### config.mk
export PLATFORM = sky130hd
export DESIGN_NAME = liq_cfg
export DESIGN_NICKNAME = d
export VERILOG_FILES = /design/src/rtl/core/liq_pkg.sv /design/src/rtl/core/liq_cfg.sv
export SDC_FILE = /design/constraint.sdc
export NUM_CORES = 2
export LEC_CHECK = 0
export BUFFER_PORTS_ARGS = -buffer_cell sky130_fd_sc_hd__buf_2
export CORE_UTILIZATION = 49
export CTS_BUF_LIST = sky130_fd_sc_hd__clkbuf_4 sky130_fd_sc_hd__clkbuf_8 sky130_fd_sc_hd__clkbuf_16
export DETAILED_ROUTE_END_ITERATION = 12
export PLACE_DENSITY = 0.67
export SETUP_SLACK_MARGIN = 0.02
export SLEW_MARGIN = 20
export SYNTH_ARGS = -nofsm -noshare
export SYNTH_HDL_FRONTEND = slang
export SYNTH_SLANG_ARGS = --single-unit
### constraint.sdc
create_clock -name clk -period 19.27 [get_ports clk]
set_input_delay 3.854 -clock clk [delete_from_list [all_inputs] [get_ports clk]]
set_output_delay 3.854 -clock clk [all_outputs]
set_load 0.01 [all_outputs]
### src/rtl/core/liq_pkg.sv
// ----------------------------------------------------------------------------
// Liquify warp package
// Widths, register indexes and shared structs of the warp source block.
// ----------------------------------------------------------------------------
package liq_pkg;

  localparam int FRAC_BITS = 4;
  localparam int MAX_DIM   = 4096;
  localparam int PT_W      = 16;   // Q12.4 point
  localparam int CRD_W     = 12;   // pixel coordinate
  localparam int OFF_W     = 26;   // byte offset
  localparam int DIM_W     = 13;   // image size register
  localparam int RAD_W     = 10;
  localparam int DIF_W     = PT_W + 1;        // signed difference
  localparam int SQ_W      = 2 * PT_W + 1;    // one squared difference
  localparam int R2_W      = 2 * (RAD_W + FRAC_BITS);
  localparam int M_W       = SQ_W + 1;
  localparam int NUM_W     = R2_W + 16;
  localparam int DEN_W     = M_W + 1;
  localparam int QB        = 17;              // quotient bits, t <= 2^16
  localparam int STR_W     = 14;              // row stride in bytes
  localparam int PRD_W     = DIF_W + 17;      // weight times difference

  typedef enum logic [2:0] {
    CFG_START_X = 3'd0,
    CFG_START_Y = 3'd1,
    CFG_END_X   = 3'd2,
    CFG_END_Y   = 3'd3,
    CFG_RADIUS  = 3'd4,
    CFG_WIDTH   = 3'd5,
    CFG_HEIGHT  = 3'd6
  } cfg_idx_t;

  // Values derived from the registers, used along the pipeline
  typedef struct packed {
    logic [PT_W-1:0]         start_x;
    logic [PT_W-1:0]         start_y;
    logic [PT_W-1:0]         end_x;
    logic [PT_W-1:0]         end_y;
    logic signed [DIF_W-1:0] cmx;
    logic signed [DIF_W-1:0] cmy;
    logic [M_W-1:0]          m;
    logic [R2_W-1:0]         r2;
    logic [CRD_W-1:0]        wmax;
    logic [CRD_W-1:0]        hmax;
    logic [STR_W-1:0]        stride;
  } cfg_t;

  // Side data that rides through the divider
  typedef struct packed {
    logic            warp;
    logic [PT_W-1:0] px;
    logic [PT_W-1:0] py;
  } side_t;

endpackage

### src/rtl/core/liq_cfg.sv
// ----------------------------------------------------------------------------
// Liquify warp configuration
// Register file and the values derived from it (drag vector, radius, stride).
// ----------------------------------------------------------------------------
module liq_cfg (
  input  logic                   clk,
  input  logic                   rst_n,
  input  logic                   cfg_we,
  input  logic [2:0]             cfg_index,
  input  logic [15:0]            cfg_wdata,
  output liq_pkg::cfg_t          cfg
);
  import liq_pkg::*;

  logic [PT_W-1:0]  start_x_r, start_y_r, end_x_r, end_y_r;
  logic [RAD_W-1:0] radius_r;
  logic [DIM_W-1:0] width_r, height_r;

  logic signed [DIF_W-1:0] cmx_r, cmy_r;
  logic signed [2*DIF_W-1:0] sqx_nxt, sqy_nxt;
  logic [SQ_W-1:0]  sqx_r, sqy_r;
  logic [M_W-1:0]   m_r;
  logic [R2_W-1:0]  rq;
  logic [R2_W-1:0]  r2_r;
  logic [DIM_W-1:0] wd, hd;
  logic [DIM_W-1:0] wmax_full, hmax_full;
  logic [STR_W+1:0] str_sum;
  logic [CRD_W-1:0] wmax_r, hmax_r;
  logic [STR_W-1:0] stride_r;

  // Write registers
  always_ff @(posedge clk) begin
    if (!rst_n) begin
      start_x_r <= '0;
      start_y_r <= '0;
      end_x_r   <= '0;
      end_y_r   <= '0;
      radius_r  <= RAD_W'(100);
      width_r   <= DIM_W'(640);
      height_r  <= DIM_W'(480);
    end else if (cfg_we) begin
      unique case (cfg_index)
        CFG_START_X: start_x_r <= cfg_wdata[PT_W-1:0];
        CFG_START_Y: start_y_r <= cfg_wdata[PT_W-1:0];
        CFG_END_X:   end_x_r   <= cfg_wdata[PT_W-1:0];
        CFG_END_Y:   end_y_r   <= cfg_wdata[PT_W-1:0];
        CFG_RADIUS:  radius_r  <= cfg_wdata[RAD_W-1:0];
        CFG_WIDTH:   width_r   <= cfg_wdata[DIM_W-1:0];
        CFG_HEIGHT:  height_r  <= cfg_wdata[DIM_W-1:0];
        default: ;
      endcase
    end
  end

  // Limit image size to 1..MAX_DIM
  always_comb begin
    wd = width_r;
    if (width_r == '0) wd = DIM_W'(1);
    else if (width_r > DIM_W'(MAX_DIM)) wd = DIM_W'(MAX_DIM);
    hd = height_r;
    if (height_r == '0) hd = DIM_W'(1);
    else if (height_r > DIM_W'(MAX_DIM)) hd = DIM_W'(MAX_DIM);
    wmax_full = wd - DIM_W'(1);
    hmax_full = hd - DIM_W'(1);
    // 3 bytes per pixel, row rounded up to 4 bytes
    str_sum   = (STR_W+2)'(3) * (STR_W+2)'(wd) + (STR_W+2)'(3);
  end

  assign sqx_nxt = cmx_r * cmx_r;
  assign sqy_nxt = cmy_r * cmy_r;
  // Radius in Q.4, widened so its square keeps every bit
  assign rq      = R2_W'({radius_r, FRAC_BITS'(0)});

  // Derive drag vector, its squared length and r^2 in registered steps
  always_ff @(posedge clk) begin
    cmx_r    <= $signed({1'b0, end_x_r}) - $signed({1'b0, start_x_r});
    cmy_r    <= $signed({1'b0, end_y_r}) - $signed({1'b0, start_y_r});
    sqx_r    <= sqx_nxt[SQ_W-1:0];
    sqy_r    <= sqy_nxt[SQ_W-1:0];
    m_r      <= M_W'(sqx_r) + M_W'(sqy_r);
    r2_r     <= rq * rq;
    wmax_r   <= wmax_full[CRD_W-1:0];
    hmax_r   <= hmax_full[CRD_W-1:0];
    stride_r <= {str_sum[STR_W-1:2], 2'b00};
  end

  assign cfg.start_x = start_x_r;
  assign cfg.start_y = start_y_r;
  assign cfg.end_x   = end_x_r;
  assign cfg.end_y   = end_y_r;
  assign cfg.cmx     = cmx_r;
  assign cfg.cmy     = cmy_r;
  assign cfg.m       = m_r;
  assign cfg.r2      = r2_r;
  assign cfg.wmax    = wmax_r;
  assign cfg.hmax    = hmax_r;
  assign cfg.stride  = stride_r;

endmodule

# == After elaboration in Yosys (flattened, before gate mapping) ==
# Cells that the tools add are included.
# word_totals
register_bits,290
# classes
n_reduce_logical,10
n_eq_ne,6
n_addsub,6
mul,4
muxes,4
order_cmp,2
# op_table
operator,count
multiplier 17 x 17 -> 33 bit,2
adder 33 x 33 -> 34 bit,1
subtractor 16 x 16 -> 17 bit,2
"> comparator 13 bit, second input constant",2
logical NOT 13 bit,2
two-way mux 13 bit,2
two-way mux 12 bit,2
"subtractor 12 x 1 -> 12 bit, second input constant",2
multiplier 10 x 10 -> 20 bit,1
"adder 14 x 2 -> 14 bit, second input constant",1
"multiplier 2 x 13 -> 14 bit, first input constant",1
AND reduction 2 bit,7
"== test 3 bit, second input constant",3
"== test 3 x 2 -> 1 bit, second input constant",2
"== test 3 x 1 -> 1 bit, second input constant",1
logical NOT 3 bit,1

# == Depth between registers and ports, before layout ==
# logic_depth
depth_word,5
mapped_depth,25

# == Worst setup path after synthesis ==
# OpenSTA, ideal clock, no wires.
# synth_timing
path_type,reg2reg
startpoint,register cmx_r[2]
endpoint,register sqx_r[32]
required_time_ns,19.198
stages_incl_launch_ff,22
arrival_time_ns,6.291
path_slack_ns,12.907
path_buffers,2
cell_sequence,dfxtp_1 > clkbuf_1 > clkbuf_1 > and2_1 > fa_1 > fa_1 > fa_1 > fa_1 > fa_1 > inv_1 > fa_1 > inv_1 > ha_1 > a21o_1 > a21o_1 > a21o_1 > a2111oi_4 > o41ai_1 > a2111oi_2 > o21bai_1 > a21oi_1 > xnor2_1
# synth_via
elab_chain_cells,1
# synth_lines
item,line_no,source
"start, declared",liq_cfg.sv:19,"logic signed [DIF_W-1:0] cmx_r, cmy_r;"
"start signal, assigned",liq_cfg.sv:76,"cmx_r <= $signed({1'b0, end_x_r}) - $signed({1'b0, start_x_r});"
multiplier 17 x 17 -> 33 bit,liq_cfg.sv:69,assign sqx_nxt = cmx_r * cmx_r;
net sqx_nxt[32],liq_cfg.sv:20,"logic signed [2*DIF_W-1:0] sqx_nxt, sqy_nxt;"
"end signal, assigned",liq_cfg.sv:78,sqx_r <= sqx_nxt[SQ_W-1:0];
"end, declared",liq_cfg.sv:21,"logic [SQ_W-1:0] sqx_r, sqy_r;"
# The timed path passes the listed nets, and every way through them passes these cells.
# A chain may end at the register's enable or synchronous reset.

# == Worst setup path in the final report ==
# layout_timing
startpoint,register cmx_r[2]
endpoint,register sqx_r[31]
# The elaborated chain is that of the path after synthesis.

==> impl_metrics.py <==
metrics = {
    "run_status": {
        "status": "finished, final reports clean",
    },
    "clocking": {
        "cts_num_sinks": 287,
        "cts_hold_buf": 0,
        "cts-resized-gates": 0,
        "cts_buffers": 36,
        "path_clk_slew_ps": 60,
        "cts_tree": "built",
        "clock_path_buffers": 3,
        "cts_setup_buffers": 0,
        "clk_latency_ps": 550,
        "cts_root_buf": "clkbuf_16",
        "htree_levels": 2,
    },
    "yosys": {
        "syn_inst": 3595,
        "synthArstFlopShare_pct": 0,
        "synth_edf_count": 0,
        "ys_seq_elements": 287,
        "synth_cell_types": 73,
        "ys.flop_type": "dfxtp_1",
        "ys_warn_count": 0,
        "ys_seq_area_share_pct": 17.2,
        "syn_area_mm2": 0.0334,
        "avgSynthCellArea_um2": 9.28,
    },
    "grt": {
        "grtUsageTotal_pct": 22.9,
        "grt_max_degree": 101,
        "grt_overflow_total": 0,
        "antenna_found_initial": 1,
        "grt_pass1_vias": 24800,
        "grt_first_pass_wirelength_um": 127000,
    },
    "detailed_routing": {
        "viasPerCell": 5.09,
        "drc_errors": 0,
        "first_iter_violations": 983,
        "final_antenna_net_count": 0,
        "firstDrtPassIters": 8,
        "num_vias": 23700,
        "wl_per_cell_um": 16.3,
        "wirelength_um": 76300,
    },
    "timing": {
        "clock_skew_ps": 33.0,
        "slew_viol_final": 0,
        "fmax_mhz": 146,
        "period_share_pct": 35.6,
        "rsz0062_at_grt": "no",
        "setup_viol": 0,
        "slew_headroom_pct": 27.4,
        "setup_tns_ps": 0,
        "layout_min_cycle_time_ps": 6860,
        "tightest_slew_ps": 1090,
        "hold_viol": 0,
    },
    "placed_design": {
        "place.gp.congestion": 0.890,
        "hpwl_um": 62100,
        "port_buffers": 208,
    },
    "critical_path": {
        "worstPathRequired_ps": 19700,
        "critPathLaunchType": "flip-flop",
        "criticalPathCategory": "flip-flop to flip-flop",
        "reg2reg_to": "sqx_r[31]$_DFF_P_",
        "worstPathArrival_ps": 7290,
        "rrSetupSlack_ps": 12410,
        "reg2reg_depth": 19,
        "end_kind": "flip-flop",
        "crit_fanout": 22,
        "worstReg2RegStart": "cmx_r[2]$_DFF_P_",
    },
    "floorplan": {
        "dieArea_mm2": 0.0692,
        "start_util_pct": 49.6,
        "die_w_um": 263,
        "rows": 95,
        "die_h_um": 263,
        "num_io_pins": 220,
        "coreArea_mm2": 0.0673,
    },
    "worst_hold_path": {
        "hp-class": "flip-flop to flip-flop",
        "whs_endpoint": "m_r[0]$_DFF_P_",
        "holdPathStages": 1,
        "min_from": "sqy_r[0]$_DFF_P_",
    },
    "finish": {
        "final_common_cell": "inv_1",
        "final_nets": 4682,
        "n_antenna_cell": 0,
        "layout_common_cells": "inv_1, fa_1, nand2_1",
        "drive_gt1_share_pct": 8.78,
        "area_growth_pct": 9.15,
    },
    "run": {
        "maxCapViolCount": 0,
    },
}
## worst max path at each step
stage | endpoint | start
finish | sqx_r[31]$_DFF_P_ | cmx_r[2]$_DFF_P_
global placement | sqx_r[31]$_DFF_P_ | cmx_r[2]$_DFF_P_
floorplan | sqx_r[32]$_DFF_P_ | cmx_r[2]$_DFF_P_
detailed placement | sqx_r[31]$_DFF_P_ | cmx_r[2]$_DFF_P_
CTS | sqx_r[31]$_DFF_P_ | cmx_r[2]$_DFF_P_
global route | sqx_r[31]$_DFF_P_ | cmx_r[2]$_DFF_P_
## state kept, by name (all words and copies together), names as in the netlist
register	count
end_y_r	16
sqy_r	32
start_y_r	16
m_r	34
r2_r	19
hmax_r	12
start_x_r	16
width_r	13
stride_r	12
cmx_r	17
end_x_r	16
height_r	13
radius_r	10
sqx_r	32
wmax_r	12
cmy_r	17
## kinds of logic (layout without fill, tap and decap cells)
family | after synthesis | count (layout) | synth area share [%]
buffers and inverters | 909 | 1097 | 10.4
DFF | 287 | 287 | 17.2
muxes | 5 | 5 | 0.165
adders and majority gates | 894 | 894 | 46.4
xor gates and xnor gates | 179 | 179 | 4.70
other | 1 | 11 | 0.0112
AOI/OAI and AO/OA | 417 | 417 | 8.67
and+or+nand+nor | 903 | 903 | 12.5
## metrics by stage
stage          utilization (%)  hold slack (ps)  instance area, um^2  instances  setup WS [ps]
3_5_place_dp              52.3              436                35200       4601          12470
2_1_floorplan                -              383                33400       3605          12910
6_report                  54.1              447                36400       4666          12410
4_1_cts                   54.1              450                36400       4666          12400
5_1_grt                   54.1              472                36400       4666          11990
3_3_place_gp              52.3              428                35200       4601          12590
## final cells by class
class,instances,area [um^2]
Tap cell,873,1090
Sequential cell,287,5750
Multi-Input combinational cell,2409,24200
Timing Repair Buffer,222,1150
Clock buffer,46,1010
Inverter,810,3040
Clock inverter,19,190
Fill cell,6124,30900
## cell usage after synthesis (4+ instances only)
cell	count	area, um^2
ha_1	323	4040
fa_1	571	11400
nand3_1	34	170
nor3_1	40	200
a21o_1	35	263
a31o_2	12	105
nor2_1	121	454
nor2b_1	49	307
nand4_1	4	25.0
clkbuf_1	84	315
nand3b_1	5	37.5
o31ai_1	11	82.6
o21bai_1	17	128
a21boi_0	99	743
o31a_1	4	35.0
or3_1	9	56.3
and2_1	135	845
a31oi_1	11	68.8
o21a_1	19	143
buf_4	13	97.6
nand2b_1	18	113
o21ai_0	50	250
xnor2_1	142	1240
mux2_2	4	45.0
dfxtp_1	287	5750
a21oi_1	95	475
nor4_1	10	62.6
xor2_1	37	324
and3_1	15	93.8
inv_1	810	3040
or2_2	11	68.8
nand2_1	445	1670
o211ai_1	15	113
a211oi_1	7	52.6
## critical path: stages (launching register included)
cell	delay, ps
dfxtp_1	960
and2_1	340
fa_1	560
inv_1	150
fa_1	430
inv_1	300
fa_1	510
fa_1	500
fa_1	490
inv_1	50
fa_1	470
inv_1	40
ha_1	440
nand2_1	170
o211a_1	250
o21ai_0	220
nor3_1	70
o21a_1	120
or3_1	410
o311ai_1	260
## metal layers
metal	GRT usage (%)	vias up	wire length, um
met5	0	-	0
met4	5.48	0	1650
met3	3.61	94	4420
met2	39.8	577	38000
met1	29.9	11700	32200
li1	-	11300	-
Power is left out: the tool's default activity adds up to more than one toggle a clock period on the data nets, which glitch-free logic cannot reach.
