**config.mk**
```make
export PLATFORM = sky130hd
export DESIGN_NAME = liq_div
export DESIGN_NICKNAME = d
export VERILOG_FILES = /design/src/rtl/core/liq_pkg.sv /design/src/rtl/core/liq_div.sv
export SDC_FILE = /design/constraint.sdc
export NUM_CORES = 2
export LEC_CHECK = 0
export BUFFER_PORTS_ARGS = -buffer_cell sky130_fd_sc_hd__buf_2
export CAP_MARGIN = 0
export CELL_PAD_IN_SITES_DETAIL_PLACEMENT = 1
export CELL_PAD_IN_SITES_GLOBAL_PLACEMENT = 1
export CORE_MARGIN = 10
export CORE_UTILIZATION = 27
export DETAILED_ROUTE_END_ITERATION = 16
export PLACE_DENSITY_LB_ADDON = 0.1
export SYNTH_ARGS = -nofsm -noshare
export SYNTH_HDL_FRONTEND = slang
export SYNTH_SLANG_ARGS = --single-unit
```
**constraint.sdc**
```tcl
create_clock -name clk -period 3.8 [get_ports clk]
set_input_delay 0.76 -clock clk [delete_from_list [all_inputs] [get_ports clk]]
set_output_delay 0.76 -clock clk [all_outputs]
set_load 0.01 [all_outputs]
```
**src/rtl/core/liq_pkg.sv**
```systemverilog
// ----------------------------------------------------------------------------
// Liquify warp package
// Widths, register indexes and shared structs of the warp source block.
// ----------------------------------------------------------------------------
package liq_pkg;

  localparam int FRAC_BITS = 4;
  localparam int MAX_DIM   = 4096;
  localparam int PT_W      = 16;   // Q12.4 point
  localparam int CRD_W     = 12;   // pixel coordinate
  localparam int OFF_W     = 26;   // byte offset
  localparam int DIM_W     = 13;   // image size register
  localparam int RAD_W     = 10;
  localparam int DIF_W     = PT_W + 1;        // signed difference
  localparam int SQ_W      = 2 * PT_W + 1;    // one squared difference
  localparam int R2_W      = 2 * (RAD_W + FRAC_BITS);
  localparam int M_W       = SQ_W + 1;
  localparam int NUM_W     = R2_W + 16;
  localparam int DEN_W     = M_W + 1;
  localparam int QB        = 17;              // quotient bits, t <= 2^16
  localparam int STR_W     = 14;              // row stride in bytes
  localparam int PRD_W     = DIF_W + 17;      // weight times difference

  typedef enum logic [2:0] {
    CFG_START_X = 3'd0,
    CFG_START_Y = 3'd1,
    CFG_END_X   = 3'd2,
    CFG_END_Y   = 3'd3,
    CFG_RADIUS  = 3'd4,
    CFG_WIDTH   = 3'd5,
    CFG_HEIGHT  = 3'd6
  } cfg_idx_t;

  // Values derived from the registers, used along the pipeline
  typedef struct packed {
    logic [PT_W-1:0]         start_x;
    logic [PT_W-1:0]         start_y;
    logic [PT_W-1:0]         end_x;
    logic [PT_W-1:0]         end_y;
    logic signed [DIF_W-1:0] cmx;
    logic signed [DIF_W-1:0] cmy;
    logic [M_W-1:0]          m;
    logic [R2_W-1:0]         r2;
    logic [CRD_W-1:0]        wmax;
    logic [CRD_W-1:0]        hmax;
    logic [STR_W-1:0]        stride;
  } cfg_t;

  // Side data that rides through the divider
  typedef struct packed {
    logic            warp;
    logic [PT_W-1:0] px;
    logic [PT_W-1:0] py;
  } side_t;

endpackage

```
**src/rtl/core/liq_div.sv**
```systemverilog
// ----------------------------------------------------------------------------
// Liquify warp divider
// Pipelined restoring divider, one quotient bit per stage, with side data.
// ----------------------------------------------------------------------------
module liq_div (
  input  logic                        clk,
  input  logic                        rst_n,
  input  logic                        adv,
  input  logic                        in_vld,
  input  logic [liq_pkg::NUM_W-1:0]   num,
  input  logic [liq_pkg::DEN_W-1:0]   den,
  input  liq_pkg::side_t              in_side,
  output logic                        out_vld,
  output logic [liq_pkg::QB-1:0]      quo,
  output liq_pkg::side_t              out_side
);
  import liq_pkg::*;

  localparam int TW = DEN_W + QB;

  logic             vld_r  [QB];
  logic [NUM_W-1:0] rem_r  [QB];
  logic [DEN_W-1:0] den_r  [QB];
  logic [QB-1:0]    quo_r  [QB];
  side_t            side_r [QB];

  for (genvar j = 0; j < QB; j++) begin : g_stage
    logic             v_in;
    logic [NUM_W-1:0] r_in;
    logic [DEN_W-1:0] d_in;
    logic [QB-1:0]    q_in;
    side_t            s_in;
    logic [TW-1:0]    trial;

    if (j == 0) begin : g_first
      assign v_in = in_vld;
      assign r_in = num;
      assign d_in = den;
      assign q_in = '0;
      assign s_in = in_side;
    end else begin : g_next
      assign v_in = vld_r[j-1];
      assign r_in = rem_r[j-1];
      assign d_in = den_r[j-1];
      assign q_in = quo_r[j-1];
      assign s_in = side_r[j-1];
    end

    // Try to subtract the shifted divisor
    assign trial = TW'(r_in) - (TW'(d_in) << (QB - 1 - j));

    always_ff @(posedge clk) begin
      if (!rst_n) begin
        vld_r[j] <= 1'b0;
      end else if (adv) begin
        vld_r[j] <= v_in;
      end
    end

    always_ff @(posedge clk) begin
      if (adv) begin
        den_r[j]  <= d_in;
        side_r[j] <= s_in;
        if (!trial[TW-1]) begin
          rem_r[j] <= trial[NUM_W-1:0];
          quo_r[j] <= {q_in[QB-2:0], 1'b1};
        end else begin
          rem_r[j] <= r_in;
          quo_r[j] <= {q_in[QB-2:0], 1'b0};
        end
      end
    end
  end

  assign out_vld  = vld_r[QB-1];
  assign quo      = quo_r[QB-1];
  assign out_side = side_r[QB-1];

endmodule

```
Word-level counts from Yosys, hierarchy flattened
Memory sizes are Yosys's and may differ from the RTL's.
Index checks and enable logic that the tools add are counted.
{"block": "word_totals", "regBits": 0, "ramBits": 2210, "in_bits": 116, "out_inout_bits": 51, "word_cells": 231, "memories": 5}
{"block": "op_classes", "add_sub_neg": 17, "muxes": 158, "bitwise_logic": 51}
{"memory": "rem_r", "words": 17, "word_bits": 44, "read_ports": 16, "rd_clocked_by_memory_dff": 0, "write_ports": 17, "line": "liq_div.sv:22", "text": "logic [NUM_W-1:0] rem_r [QB];"}
{"memory": "den_r", "words": 17, "word_bits": 35, "read_ports": 16, "rd_clocked_by_memory_dff": 0, "write_ports": 17, "line": "liq_div.sv:23", "text": "logic [DEN_W-1:0] den_r [QB];"}
{"memory": "side_r", "words": 17, "word_bits": 33, "read_ports": 17, "rd_clocked_by_memory_dff": 0, "write_ports": 17, "line": "liq_div.sv:25", "text": "side_t side_r [QB];"}
{"memory": "quo_r", "words": 17, "word_bits": 17, "read_ports": 17, "rd_clocked_by_memory_dff": 0, "write_ports": 17, "line": "liq_div.sv:24", "text": "logic [QB-1:0] quo_r [QB];"}
{"memory": "vld_r", "words": 17, "word_bits": 1, "read_ports": 17, "rd_clocked_by_memory_dff": 0, "write_ports": 17, "line": "liq_div.sv:21", "text": "logic vld_r [QB];"}
{"operator": "$mux W44", "count": 17}
{"operator": "$mux W17", "count": 17}
{"operator": "$mux W1", "count": 124}
{"operator": "$sub A44 B51 Y52", "count": 1}
{"operator": "$or A1 B1 Y1", "count": 51}
{"operator": "$sub A44 B50 Y51", "count": 1}
{"operator": "$sub A44 B49 Y50", "count": 1}
{"operator": "$sub A44 B48 Y49", "count": 1}
{"operator": "$sub A44 B47 Y48", "count": 1}
{"operator": "$sub A44 B46 Y47", "count": 1}
{"operator": "$sub A44 B45 Y46", "count": 1}
{"operator": "$sub A44 B35 Y45", "count": 1}
{"operator": "$sub A44 B36 Y45", "count": 1}
{"operator": "$sub A44 B37 Y45", "count": 1}
{"operator": "$sub A44 B38 Y45", "count": 1}
{"operator": "$sub A44 B39 Y45", "count": 1}
{"operator": "$sub A44 B40 Y45", "count": 1}
{"operator": "$sub A44 B41 Y45", "count": 1}
{"operator": "$sub A44 B42 Y45", "count": 1}
{"operator": "$sub A44 B43 Y45", "count": 1}
{"operator": "$sub A44 B44 Y45", "count": 1}

Longest topological paths before layout
An unclocked memory read counts as a cell.
{"block": "depth", "word_depth": 6, "mapped_depth": 16, "mapped_depth_nobuf": 15}

Worst setup path before layout
OpenSTA, ideal clock, no wires.
{"block": "synth_path", "kind": "input to register", "startpoint": "input den[2] (netlist name)", "endpoint": "memory rem_r[0][36] (netlist name) (data pin)", "setup_time_ns": 0.262, "t_arrival_ns": 3.569, "required_time_ns": 3.538, "slack_ns": -0.031, "cell_stages": 14, "path_buffers": 1, "cell_sequence": "inv_1 > ha_1 > o21ai_1 > a21oi_2 > o31ai_4 > o31ai_1 > a31oi_2 > o31a_2 > nor3_2 > a311o_1 > o31a_1 > a31oi_4 > buf_6 > mux2_1"}
{"element": "start, declared", "line": "liq_div.sv:11", "text": "input logic [liq_pkg::DEN_W-1:0] den,"}
{"element": "end, declared", "line": "liq_div.sv:22"}

==> run_results.csv <==
group,metric,value,unit
yosys,synth_compound_area_share,12.1,%
outcome,violations,"negative setup slack",
cells_and_area,area_growth,23.4,%
route,routed_wl,218000,µm
clocking,cts_buffers,243,
worst_setup_path,worst_ep_required_time,4.45,ns
yosys,synthMuxAreaShare,2.01,%
yosys,synth_edf_count,1993,
cells_and_area,final_cells,13500,
outcome,status,"finished with violations",
route,vias_per_cell,4.43,
timing,slew_violations,0,
yosys,synthCells,7541,
die,die_w,615,µm
worst_setup_path,cp-startpoint,"rem_r[8][15]",
cells_and_area,utilization,33.5,%
placement,gp_congestion,0.841,
cells_and_area,nNetsFinal,9297,
route,drtIter0Drc,2428,
timing,tightestPinTransition,1.08,ns
worst_setup_path,reg2reg_slack,-0.04,ns
worst_setup_path,worstPathArrival,4.49,ns
yosys,synth-main-ff-cell,"edfxtp_1",
timing,period_minus_slack,3.84,ns
die,core_area,353000,µm²
clocking,cts.sink_count,1995,
clocking,clockBufferDepth,4,
worst_setup_path,cp-endpoint,"rem_r[9][21]",
power_and_ir_drop,p_leak,46.6,nW
timing,hold_violations,0,
power_and_ir_drop,p_per_area,684,nW/µm²
global_route,antenna_found_initial,6,
yosys,synth_area_per_cell,12.7,µm²
power_and_ir_drop,power.internal,54.9,mW
global_route,grt_pass1_vias,66200,
timing,clock.fmax,260,MHz
timing,fin_skew,0.0673,ns
yosys,yosysWarnings,0,
power_and_ir_drop,combPwrFrac,33.9,%
worst_setup_path,critPathCaptureType,"flop",
cells_and_area,nFillCells,37600,
global_route,grt_max_degree,171,
yosys,seq_area_frac_synth,62.6,%
timing,rsz0062_at_grt,"true",
cells_and_area,drive_above_1_share,18.9,%
worst_setup_path,cp_max_fo,8,
worst_setup_path,slowest_delay,0.43,ns
yosys,async_flop_share,0,%
timing,timing.final.crit_share,101,%
worst_setup_path,crit_type,"flop to flop",
timing,setup-tns-final,-0.121,ns
route,drt-pass1-iter-count,5,
yosys,syn-num-nets,8239,
worst_setup_path,crit_slowest_cell,"edfxtp_1",
global_route,grt_first_pass_wirelength,349000,µm
placement,hpwlAfterDp,156000,µm
placement,dp_cells,12900,
power_and_ir_drop,p_switching,25.9,mW
yosys,synth_top_family_by_area,"compound AO/OA/AOI/OAI gates",
yosys,yosysUniqueCellTypes,98,
route,wl_per_cell,16.1,µm
global_route,grt.total_usage,11.1,%
die,die_area,379000,µm²
route,dr_total_vias,59900,
route,ant_nets,0,
worst_setup_path,rr_worst_depth,15,
worst_setup_path,path_cells,"ha_4, nand4_1, a211oi_2, o31ai_2, buf_4, a2111oi_4, buf_4, nor2_4, o21ai_2, a221o_1, a41oi_4, o2111ai_4, buf_12, buf_12, mux2_4",
route,drc,0,
yosys,synthSimpleGateAreaFrac,7.63,%
power_and_ir_drop,peakVddDrop,0.000515,V
timing,maxSlewHeadroom,26.4,%
timing,setup_slack,-0.0394,ns
die,start_util,27.1,%
power_and_ir_drop,p_sw_share,32.1,%
die,chipHeight,615,µm
worst_setup_path,start_kind,"flop",
worst_setup_path,r2r_end,"rem_r[9][21]",
global_route,globalRouteOverflowTotal,0,
die,row_count,218,
die,io-pin-count,167,
clocking,cts_root_buf,"clkbuf_16",
clocking,clk_pin_slew,0.06,ns
worst_hold_path,min_path_type,"primary input to flop",
worst_setup_path,r2r-start,"rem_r[8][15]",
yosys,synthAdderAreaFrac,7.74,%
power_and_ir_drop,seqPwrFrac,38.3,%
placement,io_buffers,166,
cells_and_area,sequential_cell_area,59900,µm²
yosys,synthXorXnorAreaFrac,4.35,%
timing,finalSetupViolCount,4,
clocking,cts.htree.levels,4,
power_and_ir_drop,clockPowerShare,27.8,%
clocking,cts_tree,"built",
yosys,synth.ff_latch_count,1995,
clocking,clk_latency,0.93,ns
yosys,netlist_area,95700,µm²
cells_and_area,multi_input_area,33800,µm²
flow_run,maxCapViolations,0,
[sequential cells by signal, summed over array words and instances (netlist names)]
register / count
vld_r: 17
side_r: 561
den_r: 560
quo_r: 153
rem_r: 704
[per-layer routing]
metal	part of all wire [%]	wire (µm)	global-route usage (%)
met3	3.0	6590	1.85
met4	4.5	9810	4.76
met2	52	113000	20.7
met1	41	88600	12.3
met5	0	0	0
[cell usage in the layout (no fill, tap or decap), types with 98 or more instances in the layout]
cell,count
nor2_1,389
ha_1,548
xor2_1,198
buf_4,679
nand3_1,98
edfxtp_1,1993
a21oi_1,581
nand2_1,508
clkbuf_16,248
a21o_1,271
buf_2,165
mux2_2,125
o21ai_0,428
xnor2_1,277
inv_1,713
[layout make-up]
class,count,area share [%]
clock buffer,294,5.33
timing repair buffer,991,6.80
inverter,721,2.29
sequential,1995,50.7
clock inverter,144,1.20
tap,4730,5.01
multi-input combinational,4647,28.6
antenna,1,0.00212
[stage by stage]
| step | power, mW | area (µm²) | setup WS [ns] | hold WS (ns) |
|---|---|---|---|---|
| finish | 80.8 | 118000 | -0.0394 | 0.154 |
| global route | 86.5 | 118000 | -0.135 | 0.0575 |
| CTS | 81.3 | 117000 | -0.0585 | 0.0227 |
| detailed placement | 57.3 | 107000 | -0.608 | 0.405 |
| global placement | 56.8 | 107000 | -0.571 | 0.400 |
| floorplan | 48.1 | 95800 | 0.0105 | 0.400 |
[cell families after synthesis]
group	Yosys count
AOI/OAI and AO/OA	1864
muxes	173
adders and majority gates	582
xor gates and xnor gates	475
DFF	1995
buffers and inverters	899
and+or+nand+nor	1553
[power by group through the flow]
stage	logic [mW]	clock network, mW	registers (mW)
after global placement	25.4	0	31.4
after detailed placement	25.9	0	31.4
after global routing	30.7	24.4	31.4
after floorplan	17.5	0	30.5
after CTS	26.7	23.6	31.0
final	27.4	22.4	31.0
[timing repair]
action	CTS	global route
pin swaps	39	88
hold endpoints to repair	70	0
resized for setup	127	220
hold buffers	70	0
gates cloned	8	5
setup buffers	30	43
endpoints found under the setup margin	355	410
[cell usage after synthesis, types with 101 or more instances]
| cell type | count | share of area, % |
|---|---|---|
| a21o_1 | 273 | 2.1 |
| edfxtp_1 | 1993 | 63 |
| o21ai_0 | 454 | 2.4 |
| nand3_1 | 101 | 0.53 |
| xor2_1 | 198 | 1.8 |
| xnor2_1 | 277 | 2.5 |
| mux2_2 | 135 | 1.6 |
| clkbuf_1 | 127 | 0.50 |
| nor2_1 | 429 | 1.7 |
| inv_1 | 719 | 2.8 |
| a21oi_1 | 623 | 3.3 |
| nand2_1 | 509 | 2.0 |
| ha_1 | 566 | 7.4 |
[how the worst min path moves through the flow]
stage          cells after the start        endpoint      startpoint  slack [ns]
2_1_floorplan                      0   quo_r[10][10]     quo_r[9][9]        0.40
3_3_place_gp                       0  side_r[0][351]  side_r[0][318]        0.40
3_5_place_dp                       0   quo_r[14][11]   quo_r[13][10]        0.41
4_1_cts                            2    rem_r[0][34]         num[34]        0.02
5_1_grt                            2    rem_r[0][34]         num[34]        0.06
6_report                           2    rem_r[0][36]         num[36]        0.15
[worst max-delay path, delay by kind of cell (launching register included)]
kind,cells,cell delay [ns]
mux,1,0.31
simple gates,2,0.25
fa+ha+maj,1,0.29
compound gates,7,1.54
buf+inv,4,0.70
flops,1,0.43
Note: power is estimated with default switching activity, not from simulation.
